**config.mk**
```make
export PLATFORM = sky130hd
export DESIGN_NAME = vblank_wakeup_pacer
export DESIGN_NICKNAME = d
export VERILOG_FILES = /design/src/sv/vwp_pkg.sv /design/src/sv/vwp_div.sv /design/src/sv/vwp_mac.sv /design/src/sv/vblank_wakeup_pacer.sv
export SDC_FILE = /design/constraint.sdc
export NUM_CORES = 2
export LEC_CHECK = 0
export BUFFER_PORTS_ARGS = -buffer_cell sky130_fd_sc_hd__buf_4
export CORE_ASPECT_RATIO = 1.75
export CORE_MARGIN = 5
export CORE_UTILIZATION = 30
export CTS_BUF_LIST = sky130_fd_sc_hd__clkbuf_8
export DETAILED_ROUTE_END_ITERATION = 10
export GPL_TIMING_DRIVEN = 0
export SLEW_MARGIN = 20
export SYNTH_ARGS = -nofsm -noshare
export SYNTH_HDL_FRONTEND = slang
export SYNTH_SLANG_ARGS = --single-unit
```
**constraint.sdc**
```tcl
create_clock -name clk -period 25.5 [get_ports clk]
set_input_delay 5.1 -clock clk [delete_from_list [all_inputs] [get_ports clk]]
set_output_delay 5.1 -clock clk [all_outputs]
set_load 0.01 [all_outputs]
```
**src/sv/vwp_pkg.sv**
```systemverilog
// Shared widths, reset values, command codes and types for the vblank wakeup pacer.
`timescale 1ns / 1ps

package vwp_pkg;

    // Field and state widths.
    localparam int RATE_W  = 10;
    localparam int RED_W   = 30;
    localparam int ALPHA_W = 16;
    localparam int DMAX_W  = 17;
    localparam int DRAW_W  = 32;
    localparam int TIME_W  = 63;
    localparam int IVL_W   = 30;
    localparam int OFS_W   = 33;
    localparam int SUM_W   = 64;
    localparam int ACC_W   = 49;

    // Shared divider geometry.
    localparam int DVD_W = 64;
    localparam int DVS_W = 30;
    localparam int CNT_W = 6;

    // Configuration port geometry.
    localparam int ADDR_W = 4;
    localparam int DATA_W = 32;

    // Register indexes on the configuration port.
    localparam logic [1:0] REG_RATE  = 2'd0;
    localparam logic [1:0] REG_RED   = 2'd1;
    localparam logic [1:0] REG_ALPHA = 2'd2;
    localparam logic [1:0] REG_DMAX  = 2'd3;

    // Command codes.
    localparam logic [1:0] CMD_REPORT = 2'd0;
    localparam logic [1:0] CMD_VBLANK = 2'd1;
    localparam logic [1:0] CMD_QUERY  = 2'd2;

    // Reset values and constants.
    localparam logic [RATE_W-1:0]  RATE_RESET  = 10'd60;
    localparam logic [RATE_W-1:0]  DEFAULT_HZ  = 10'd60;
    localparam logic [RED_W-1:0]   RED_RESET   = 30'd1650000;
    localparam logic [ALPHA_W-1:0] ALPHA_RESET = 16'd980;
    localparam logic [DMAX_W-1:0]  DMAX_RESET  = 17'd1000;
    localparam logic [IVL_W-1:0]   IVL_RESET   = 30'd16666666;
    localparam logic [IVL_W-1:0]   NS_PER_SEC  = 30'd1000000000;

    // Result bundle of the shared divider.
    typedef struct packed {
        logic             done;
        logic [DVD_W-1:0] quot;
        logic [DVS_W-1:0] rem;
    } div_result_t;

endpackage

```
**src/sv/vwp_div.sv**
```systemverilog
// Shared restoring divider that produces one quotient bit per cycle.
`timescale 1ns / 1ps

module vwp_div (
    input  logic                       clk,
    input  logic                       rst_n,
    input  logic                       start,
    input  logic [vwp_pkg::DVD_W-1:0]  dividend,
    input  logic [vwp_pkg::DVS_W-1:0]  divisor,
    output vwp_pkg::div_result_t       result
);
    import vwp_pkg::*;

    logic             busy_reg, busy_next;
    logic             done_reg, done_next;
    logic [CNT_W-1:0] cnt_reg, cnt_next;
    logic [DVD_W-1:0] dvd_reg, dvd_next;
    logic [DVS_W-1:0] dvs_reg, dvs_next;
    logic [DVS_W-1:0] rem_reg, rem_next;

    logic [DVS_W:0]   rem_shift;
    logic [DVS_W:0]   rem_sub;
    logic             fits;

    // One restoring step: shift in the next dividend bit and try a subtract.
    always_comb
    begin
        rem_shift = {rem_reg, dvd_reg[DVD_W-1]};
        rem_sub   = rem_shift - {1'b0, dvs_reg};
        fits      = rem_shift >= {1'b0, dvs_reg};
    end

    // Sequencing of the steps.
    always_comb
    begin
        busy_next = busy_reg;
        done_next = 1'b0;
        cnt_next  = cnt_reg;
        dvd_next  = dvd_reg;
        dvs_next  = dvs_reg;
        rem_next  = rem_reg;
        if (start)
        begin
            busy_next = 1'b1;
            cnt_next  = '0;
            dvd_next  = dividend;
            dvs_next  = divisor;
            rem_next  = '0;
        end
        else if (busy_reg)
        begin
            rem_next = fits ? rem_sub[DVS_W-1:0] : rem_shift[DVS_W-1:0];
            dvd_next = {dvd_reg[DVD_W-2:0], fits};
            cnt_next = cnt_reg + 1'b1;
            if (cnt_reg == CNT_W'(DVD_W - 1))
            begin
                busy_next = 1'b0;
                done_next = 1'b1;
            end
        end
    end

    // Control state.
    always_ff @(posedge clk or negedge rst_n)
    begin
        if (!rst_n)
        begin
            busy_reg <= 1'b0;
            done_reg <= 1'b0;
            cnt_reg  <= '0;
        end
        else
        begin
            busy_reg <= busy_next;
            done_reg <= done_next;
            cnt_reg  <= cnt_next;
        end
    end

    // Operand and partial result registers.
    always_ff @(posedge clk)
    begin
        dvd_reg <= dvd_next;
        dvs_reg <= dvs_next;
        rem_reg <= rem_next;
    end

    assign result.done = done_reg;
    assign result.quot = dvd_reg;
    assign result.rem  = rem_reg;

endmodule

```
**src/sv/vwp_mac.sv**
```systemverilog
// Registered multiply-accumulate used for the two terms of the decay sum.
`timescale 1ns / 1ps

module vwp_mac (
    input  logic                        clk,
    input  logic                        en,
    input  logic                        clr,
    input  logic [vwp_pkg::DMAX_W-1:0]  op_a,
    input  logic [vwp_pkg::DRAW_W-1:0]  op_b,
    output logic [vwp_pkg::ACC_W-1:0]   acc
);
    import vwp_pkg::*;

    logic [ACC_W-1:0] acc_reg, acc_next;

    // Either start a new sum or add the product to the running one.
    always_comb
    begin
        acc_next = acc_reg;
        if (en)
        begin
            acc_next = (clr ? '0 : acc_reg) + ACC_W'(op_a) * ACC_W'(op_b);
        end
    end

    always_ff @(posedge clk)
    begin
        acc_reg <= acc_next;
    end

    assign acc = acc_reg;

endmodule

```
**src/sv/vblank_wakeup_pacer.sv**
```systemverilog
// Frame-pacing timer: rolling draw maximum, vblank mark and wakeup query.
// Vblank mark: recorded on acceptance, the block stays ready.
// Draw report: straight to the clamp when it raises the maximum, else MUL_A, MUL_B, RSTART, RDIV (64 divider steps).
// Wakeup query: QOFF, QDL, QCMP, QOUT, plus the 64-step divide in QDIV that finds the remainder.
// A refresh rate write holds off the input while the divider finds the interval.
// Reset (rst_n, asynchronous, active low) restores the registers and clears the pacing state.
`timescale 1ns / 1ps

module vblank_wakeup_pacer (
    input  logic                        clk,
    input  logic                        rst_n,
    // Input channel.
    input  logic                        in_valid,
    output logic                        in_stall,
    input  logic [1:0]                  cmd,
    input  logic [vwp_pkg::DRAW_W-1:0]  draw_time_ns,
    input  logic [vwp_pkg::TIME_W-1:0]  vblank_time_ns,
    input  logic [vwp_pkg::TIME_W-1:0]  now_ns,
    // Output channel.
    output logic                        out_valid,
    input  logic                        out_stall,
    output logic [vwp_pkg::TIME_W-1:0]  wakeup_ns,
    // Configuration port.
    input  logic                        psel,
    input  logic                        penable,
    input  logic                        pwrite,
    input  logic [vwp_pkg::ADDR_W-1:0]  paddr,
    input  logic [vwp_pkg::DATA_W-1:0]  pwdata,
    output logic [vwp_pkg::DATA_W-1:0]  prdata,
    output logic                        pready
);
    import vwp_pkg::*;

    // Sequencer states.
    localparam logic [3:0] ST_IDLE   = 4'd0;
    localparam logic [3:0] ST_RATE   = 4'd1;
    localparam logic [3:0] ST_MUL_A  = 4'd2;
    localparam logic [3:0] ST_MUL_B  = 4'd3;
    localparam logic [3:0] ST_RSTART = 4'd4;
    localparam logic [3:0] ST_RDIV   = 4'd5;
    localparam logic [3:0] ST_CLAMP  = 4'd6;
    localparam logic [3:0] ST_QOFF   = 4'd7;
    localparam logic [3:0] ST_QDL    = 4'd8;
    localparam logic [3:0] ST_QCMP   = 4'd9;
    localparam logic [3:0] ST_QDIV   = 4'd10;
    localparam logic [3:0] ST_QOUT   = 4'd11;

    logic [3:0]         state_reg, state_next;

    // Configuration registers.
    logic [RATE_W-1:0]  rate_reg, rate_next;
    logic [RED_W-1:0]   red_reg, red_next;
    logic [ALPHA_W-1:0] alpha_reg, alpha_next;
    logic [DMAX_W-1:0]  dmax_reg, dmax_next;
    logic               rate_pend_reg, rate_pend_next;

    // Pacing state.
    logic [IVL_W-1:0]   ivl_reg, ivl_next;
    logic [DRAW_W-1:0]  max_reg, max_next;
    logic [TIME_W-1:0]  last_reg, last_next;

    // Per-transaction working registers.
    logic [DRAW_W-1:0]  draw_reg, draw_next;
    logic [DRAW_W-1:0]  cand_reg, cand_next;
    logic [TIME_W-1:0]  now_reg, now_next;
    logic [OFS_W-1:0]   offset_reg, offset_next;
    logic [SUM_W-1:0]   target_reg, target_next;
    logic [SUM_W-1:0]   deadline_reg, deadline_next;

    // Output register.
    logic               out_valid_reg, out_valid_next;
    logic [TIME_W-1:0]  wakeup_reg, wakeup_next;

    // Derived values.
    logic               cfg_wr;
    logic [1:0]         cfg_idx;
    logic               accept;
    logic [DMAX_W-1:0]  dm_eff;
    logic [DMAX_W-1:0]  a_sat;
    logic [RATE_W-1:0]  hz_eff;
    logic [IVL_W-1:0]   cap;
    logic [DRAW_W-1:0]  clamped;
    logic               late;
    logic [SUM_W-1:0]   gap;
    logic [IVL_W-1:0]   adj;
    logic [SUM_W-1:0]   res;
    logic [TIME_W-1:0]  res_sat;
    logic               out_free;

    // Shared unit hookup.
    logic               mac_en;
    logic               mac_clr;
    logic [DMAX_W-1:0]  mac_a;
    logic [DRAW_W-1:0]  mac_b;
    logic [ACC_W-1:0]   mac_acc;
    logic               div_start;
    logic [DVD_W-1:0]   div_dvd;
    logic [DVS_W-1:0]   div_dvs;
    div_result_t        div_res;

    vwp_mac u_mac (
        .clk  (clk),
        .en   (mac_en),
        .clr  (mac_clr),
        .op_a (mac_a),
        .op_b (mac_b),
        .acc  (mac_acc)
    );

    vwp_div u_div (
        .clk      (clk),
        .rst_n    (rst_n),
        .start    (div_start),
        .dividend (div_dvd),
        .divisor  (div_dvs),
        .result   (div_res)
    );

    // Handshake and configuration decode.
    assign accept   = in_valid && !in_stall;
    assign in_stall = (state_reg != ST_IDLE) || rate_pend_reg;
    assign cfg_wr   = psel && penable && pwrite;
    assign cfg_idx  = paddr[3:2];
    assign pready   = 1'b1;
    assign out_free = !out_valid_reg || !out_stall;

    // Effective decay weights and refresh rate.
    always_comb
    begin
        dm_eff = (dmax_reg == '0) ? DMAX_W'(1) : dmax_reg;
        a_sat  = ({1'b0, alpha_reg} > dm_eff) ? dm_eff : {1'b0, alpha_reg};
        hz_eff = (rate_reg == '0) ? DEFAULT_HZ : rate_reg;
    end

    // Clamp of the candidate maximum against interval minus red zone, zero if the red zone reaches the interval.
    always_comb
    begin
        cap = ivl_reg - red_reg;
        if (red_reg < ivl_reg)
        begin
            clamped = (cand_reg > DRAW_W'(cap)) ? DRAW_W'(cap) : cand_reg;
        end
        else
        begin
            clamped = '0;
        end
    end

    // Query arithmetic: step count by remainder, then subtract the offset.
    always_comb
    begin
        late    = target_reg < deadline_reg;
        gap     = deadline_reg - target_reg;
        adj     = (div_res.rem == '0) ? '0 : ivl_reg - div_res.rem;
        res     = target_reg - SUM_W'(offset_reg);
        res_sat = res[SUM_W-1] ? {TIME_W{1'b1}} : res[TIME_W-1:0];
    end

    // Operands of the multiply-accumulate.
    always_comb
    begin
        mac_en  = (state_reg == ST_MUL_A) || (state_reg == ST_MUL_B);
        mac_clr = (state_reg == ST_MUL_A);
        mac_a   = (state_reg == ST_MUL_A) ? a_sat : dm_eff - a_sat;
        mac_b   = (state_reg == ST_MUL_A) ? max_reg : draw_reg;
    end

    // Operands of the divider.
    always_comb
    begin
        div_start = 1'b0;
        div_dvd   = SUM_W'(NS_PER_SEC);
        div_dvs   = DVS_W'(hz_eff);
        case (state_reg)
            ST_IDLE:
            begin
                div_start = rate_pend_reg;
            end
            ST_RSTART:
            begin
                div_start = 1'b1;
                div_dvd   = DVD_W'(mac_acc);
                div_dvs   = DVS_W'(dm_eff);
            end
            ST_QCMP:
            begin
                div_start = late;
                div_dvd   = gap;
                div_dvs   = ivl_reg;
            end
            default:
            begin
                div_start = 1'b0;
            end
        endcase
    end

    // Sequencer.
    always_comb
    begin
        state_next     = state_reg;
        rate_pend_next = rate_pend_reg;
        ivl_next       = ivl_reg;
        max_next       = max_reg;
        last_next      = last_reg;
        draw_next      = draw_reg;
        cand_next      = cand_reg;
        now_next       = now_reg;
        offset_next    = offset_reg;
        target_next    = target_reg;
        deadline_next  = deadline_reg;
        out_valid_next = out_valid_reg && out_stall;
        wakeup_next    = wakeup_reg;

        case (state_reg)
            ST_IDLE:
            begin
                if (rate_pend_reg)
                begin
                    rate_pend_next = 1'b0;
                    state_next     = ST_RATE;
                end
                else if (accept)
                begin
                    case (cmd)
                        CMD_REPORT:
                        begin
                            draw_next = draw_time_ns;
                            if (draw_time_ns > max_reg)
                            begin
                                cand_next  = draw_time_ns;
                                state_next = ST_CLAMP;
                            end
                            else
                            begin
                                state_next = ST_MUL_A;
                            end
                        end
                        CMD_VBLANK:
                        begin
                            last_next = vblank_time_ns;
                        end
                        CMD_QUERY:
                        begin
                            now_next   = now_ns;
                            state_next = ST_QOFF;
                        end
                        default:
                        begin
                            state_next = ST_IDLE;
                        end
                    endcase
                end
            end
            ST_RATE:
            begin
                if (div_res.done)
                begin
                    ivl_next   = div_res.quot[IVL_W-1:0];
                    state_next = ST_IDLE;
                end
            end
            ST_MUL_A:
            begin
                state_next = ST_MUL_B;
            end
            ST_MUL_B:
            begin
                state_next = ST_RSTART;
            end
            ST_RSTART:
            begin
                state_next = ST_RDIV;
            end
            ST_RDIV:
            begin
                if (div_res.done)
                begin
                    cand_next  = div_res.quot[DRAW_W-1:0];
                    state_next = ST_CLAMP;
                end
            end
            ST_CLAMP:
            begin
                max_next   = clamped;
                state_next = ST_IDLE;
            end
            ST_QOFF:
            begin
                offset_next = OFS_W'(max_reg) + OFS_W'(red_reg);
                target_next = SUM_W'(last_reg) + SUM_W'(ivl_reg);
                state_next  = ST_QDL;
            end
            ST_QDL:
            begin
                deadline_next = SUM_W'(now_reg) + SUM_W'(offset_reg);
                state_next    = ST_QCMP;
            end
            ST_QCMP:
            begin
                state_next = late ? ST_QDIV : ST_QOUT;
            end
            ST_QDIV:
            begin
                if (div_res.done)
                begin
                    target_next = deadline_reg + SUM_W'(adj);
                    state_next  = ST_QOUT;
                end
            end
            ST_QOUT:
            begin
                if (out_free)
                begin
                    out_valid_next = 1'b1;
                    wakeup_next    = res_sat;
                    state_next     = ST_IDLE;
                end
            end
            default:
            begin
                state_next = ST_IDLE;
            end
        endcase

        // A rate write asks for a new interval.
        if (cfg_wr && (cfg_idx == REG_RATE))
        begin
            rate_pend_next = 1'b1;
        end
    end

    // Configuration register writes.
    always_comb
    begin
        rate_next  = rate_reg;
        red_next   = red_reg;
        alpha_next = alpha_reg;
        dmax_next  = dmax_reg;
        if (cfg_wr)
        begin
            case (cfg_idx)
                REG_RATE:  rate_next  = pwdata[RATE_W-1:0];
                REG_RED:   red_next   = pwdata[RED_W-1:0];
                REG_ALPHA: alpha_next = pwdata[ALPHA_W-1:0];
                REG_DMAX:  dmax_next  = pwdata[DMAX_W-1:0];
                default:   rate_next  = rate_reg;
            endcase
        end
    end

    // Register readback.
    always_comb
    begin
        case (cfg_idx)
            REG_RATE:  prdata = DATA_W'(rate_reg);
            REG_RED:   prdata = DATA_W'(red_reg);
            REG_ALPHA: prdata = DATA_W'(alpha_reg);
            REG_DMAX:  prdata = DATA_W'(dmax_reg);
            default:   prdata = '0;
        endcase
    end

    // Control and pacing state.
    always_ff @(posedge clk or negedge rst_n)
    begin
        if (!rst_n)
        begin
            state_reg     <= ST_IDLE;
            rate_reg      <= RATE_RESET;
            red_reg       <= RED_RESET;
            alpha_reg     <= ALPHA_RESET;
            dmax_reg      <= DMAX_RESET;
            rate_pend_reg <= 1'b0;
            ivl_reg       <= IVL_RESET;
            max_reg       <= '0;
            last_reg      <= '0;
            out_valid_reg <= 1'b0;
        end
        else
        begin
            state_reg     <= state_next;
            rate_reg      <= rate_next;
            red_reg       <= red_next;
            alpha_reg     <= alpha_next;
            dmax_reg      <= dmax_next;
            rate_pend_reg <= rate_pend_next;
            ivl_reg       <= ivl_next;
            max_reg       <= max_next;
            last_reg      <= last_next;
            out_valid_reg <= out_valid_next;
        end
    end

    // Working registers of the current transaction.
    always_ff @(posedge clk)
    begin
        draw_reg     <= draw_next;
        cand_reg     <= cand_next;
        now_reg      <= now_next;
        offset_reg   <= offset_next;
        target_reg   <= target_next;
        deadline_reg <= deadline_next;
        wakeup_reg   <= wakeup_next;
    end

    assign out_valid = out_valid_reg;
    assign wakeup_ns = wakeup_reg;

endmodule

```
==> out/qor.csv <==
stage;metric;value;unit
outcome;outcome;completed;
global_route;global route overflow;0;
die;DIE WIDTH;371.2;um
route;detailed-route vias per instance;5.215;
yosys;adder-cell area share of the yosys netlist;24.31;%
route;DRT antenna net count;0;
global_route;total routing resource utilization after global routing;23.33;%
timing;accumulated negative setup slack;0;ns
yosys;EDFF count, synth;494;
yosys;multiplexer share of the synthesized area;4.183;%
yosys;prevailing post-synth register cell;edfxtp_1;
die;Core Box Area;0.2279;mm2
yosys;synthesized-area fraction occupied by ao, oa, aoi and oai cells;14.03;%
yosys;dominant cell type by area after synthesis;edfxtp_1;
die;count of boundary I/O pins;301;
worst_setup_path;maximum net fanout on the critical path;10;
yosys;Avg Cell Area, Syn;9.338;um2
worst_setup_path;startpoint-to-endpoint class of the critical path;reg -> reg;
clock_tree;clock latency on the worst-skew pair;0.95;ns
die;effective utilization at floorplan;30.06;%
worst_setup_path;data arrival time of the worst path;15.58;ns
timing;setup repair after global routing missed its margin;false;
yosys;share of synthesized cell area in and, or, nand and nor gates;13.91;%
yosys;total of flip-flops plus latches after synthesis;736;
timing;ratio of final minimum period to clock period;58.50;%
timing;# setup viols final;0;
clock_tree;Clock Tree Buf Depth;3;
clock_tree;post-CTS clock slew at the launch and capture registers of the worst setup and hold paths;0.08;ns
worst_setup_path;delay of the slowest critical-path stage;0.82;ns
route;number of DRC markers after the initial detailed-route iteration;3600;
timing;hold violation count in the final report;0;
worst_setup_path;kind of capture point of the worst setup path;flop;
yosys;combinational family with the most area after synthesis;adder cells;
die;num rows;232;
layout;commonest non-fill, non-tap cells in the layout;inv_1, nand2_1, ha_1;
layout;count of nets after finishing;9032;
die;full die area;0.2384;mm2
placed_design;final weighted congestion of routability-driven global placement;1.000;
clock_tree;cts bufs inserted;118;
route;wire length per cell after detailed routing;25.95;um
die;Vert. Die Dim;642.1;um
layout;Synth-to-Final Area Change;13.84;%
yosys;synthesized instance count;7336;
clock_tree;clock sink total;736;
route;Pre-Repair DR Iteration Count;8;
worst_setup_path;Slowest cell on crit path;xnor2_1;
layout;most common library cell in the layout ignoring fill and taps;inv_1;
global_route;via count of the first global-routing pass;61100;
global_route;initial antenna violation count;22;
worst_setup_path;Startpoint Class;flop;
yosys;post-synthesis share of cell area spent on xor and xnor gates;5.781;%
yosys;async set or reset register ratio after synthesis;28.80;%
clock_tree;number of instances resized during post-cts repair;0;
timing;Worst Max-Slew Pin Slew;1.231;ns
route;DRC errors left;0;
worst_setup_path;required time at the endpoint of the critical path;26.17;ns
timing;relative slew slack;17.62;%
global_route;maximum number of pins on one net before global-route repair;84;
yosys;sequential cell area fraction in the yosys report;30.34;%
layout;number of fillers in the final layout;23580;
timing;Worst Clk Skew;0.09256;ns
run;max-cap violations;0;
worst_setup_path;cell repeated most along the worst path;fa_1;
yosys;synthesis warning total;0;
route;WL final;284.6;mm
yosys;Netlist Area Pre-Place;0.06850;mm2
placed_design;IO Port Bufs;293;
layout;share of post-route cells with drive strength above 1;11.99;%
layout;area of combinational cells with multiple inputs;0.04277;mm2
yosys;Synth area leaders;edfxtp_1, fa_1, ha_1;
clock_tree;H-Tree Level Count;3;
yosys;count of unique library cells instantiated by Yosys;101;
clock_tree;TritonCTS clock tree;done;
clock_tree;Post CTS Setup Buffer Count;0;
yosys;Yosys top cell area share;21.65;%
timing;shortest period the worst path allows;14.92;ns
layout;Sequential Area;0.02079;mm2
global_route;first-pass GRT wire length;406.1;mm
timing;fin. max-slew vios;0;
placed_design;placed wire-length estimate;243.5;mm
timing;fmax;67.04;MHz
clock_tree;buffer type at the clock tree root;clkbuf_8;
route;total via count in the routed design;57200;
clock_tree;CTS Hold Bufs;0;
min_path;min-delay worst type;reg -> reg;
## per-stage QoR
stage	utilization (%)	instances	area (um2)	hold slack, ns	setup slack [ns]
finish	34.22	10970	77990	0.5496	10.58
global route	34.21	10960	77960	0.5704	9.843
CTS	34.20	10950	77930	0.5458	10.14
detailed placement	33.02	10720	75250	0.5213	10.28
global placement	32.70	10670	74510	0.5087	9.865
floorplan	-	7337	68510	0.4836	13.88
## final timing paths
check | to | from | slack (ns) | depth (start not counted)
worst max-delay path | u_mac.acc[45] | dmax_reg[11] | 10.58 | 47
worst min-delay path | u_div.rem_reg[10] | u_div.rem_reg[10] | 0.55 | 2
worst max register to register | u_mac.acc[45] | dmax_reg[11] | 10.58 | 47
worst min register to register | u_div.rem_reg[10] | u_div.rem_reg[10] | 0.55 | 2
max in group asynchronous | last_reg[38] | rst_n | 19.95 | 4
min in group asynchronous | dmax_reg[4] | rst_n | 3.96 | 1
## metal layers
layer | vias up | GRT usage, % | part of all wire, %
met1 | 28520 | 22.34 | 33
met2 | 1967 | 43.62 | 52
li1 | 25910 | - | -
met5 | - | 0 | 0.030
met3 | 789 | 3.312 | 4.9
met4 | 14 | 19.22 | 10
## final cells by class
type / count / share of cell area (%)
timing repair buffer: 345 / 3.570
tap: 3042 / 4.880
inverter: 1024 / 4.929
sequential: 736 / 26.65
clock inverter: 77 / 0.8519
buffer: 289 / 1.616
multi-input combinational: 5288 / 54.84
clock buffer: 147 / 2.594
antenna: 20 / 0.06417
## synth_stat cells (all sizes together), types with 21 or more instances
cell type / n
and3: 78
a31oi: 52
xor2: 174
nand2: 936
ha: 520
nor2: 385
and2: 91
a21oi: 414
inv: 1024
nand2b: 71
o21a: 58
dfstp: 37
and4: 21
xnor2: 276
a211oi: 53
nor2b: 87
nand4: 80
dfrtp: 175
dfxtp: 30
fa: 507
o211ai: 41
o21ai: 299
clkbuf: 200
nor4: 27
mux2i: 41
o31ai: 58
nand3: 136
buf: 89
o21bai: 49
a21o: 244
or3: 24
edfxtp: 494
o22ai: 36
nor3: 90
mux2: 198
## cells by family after synthesis
family / Yosys count
AND/OR/NAND/NOR: 2074
AO/OA/AOI/OAI: 1485
buffers and inverters: 1313
adder cells (fa/ha/maj): 1027
flip-flops: 736
XOR/XNOR: 450
multiplexers: 249
other: 2
## critical path: cells and delay by family (launching register included)
family                   cells  cell delay, ns
AO/OA/AOI/OAI               21            5.79
adder cells (fa/ha/maj)      9            3.73
AND/OR/NAND/NOR              9            2.09
buffers and inverters        6            1.61
XOR/XNOR                     2            0.95
flip-flops                   1            0.44
Power is not shown: default switching activity piles up to over one toggle a cycle in this logic, so the estimate is an artifact.
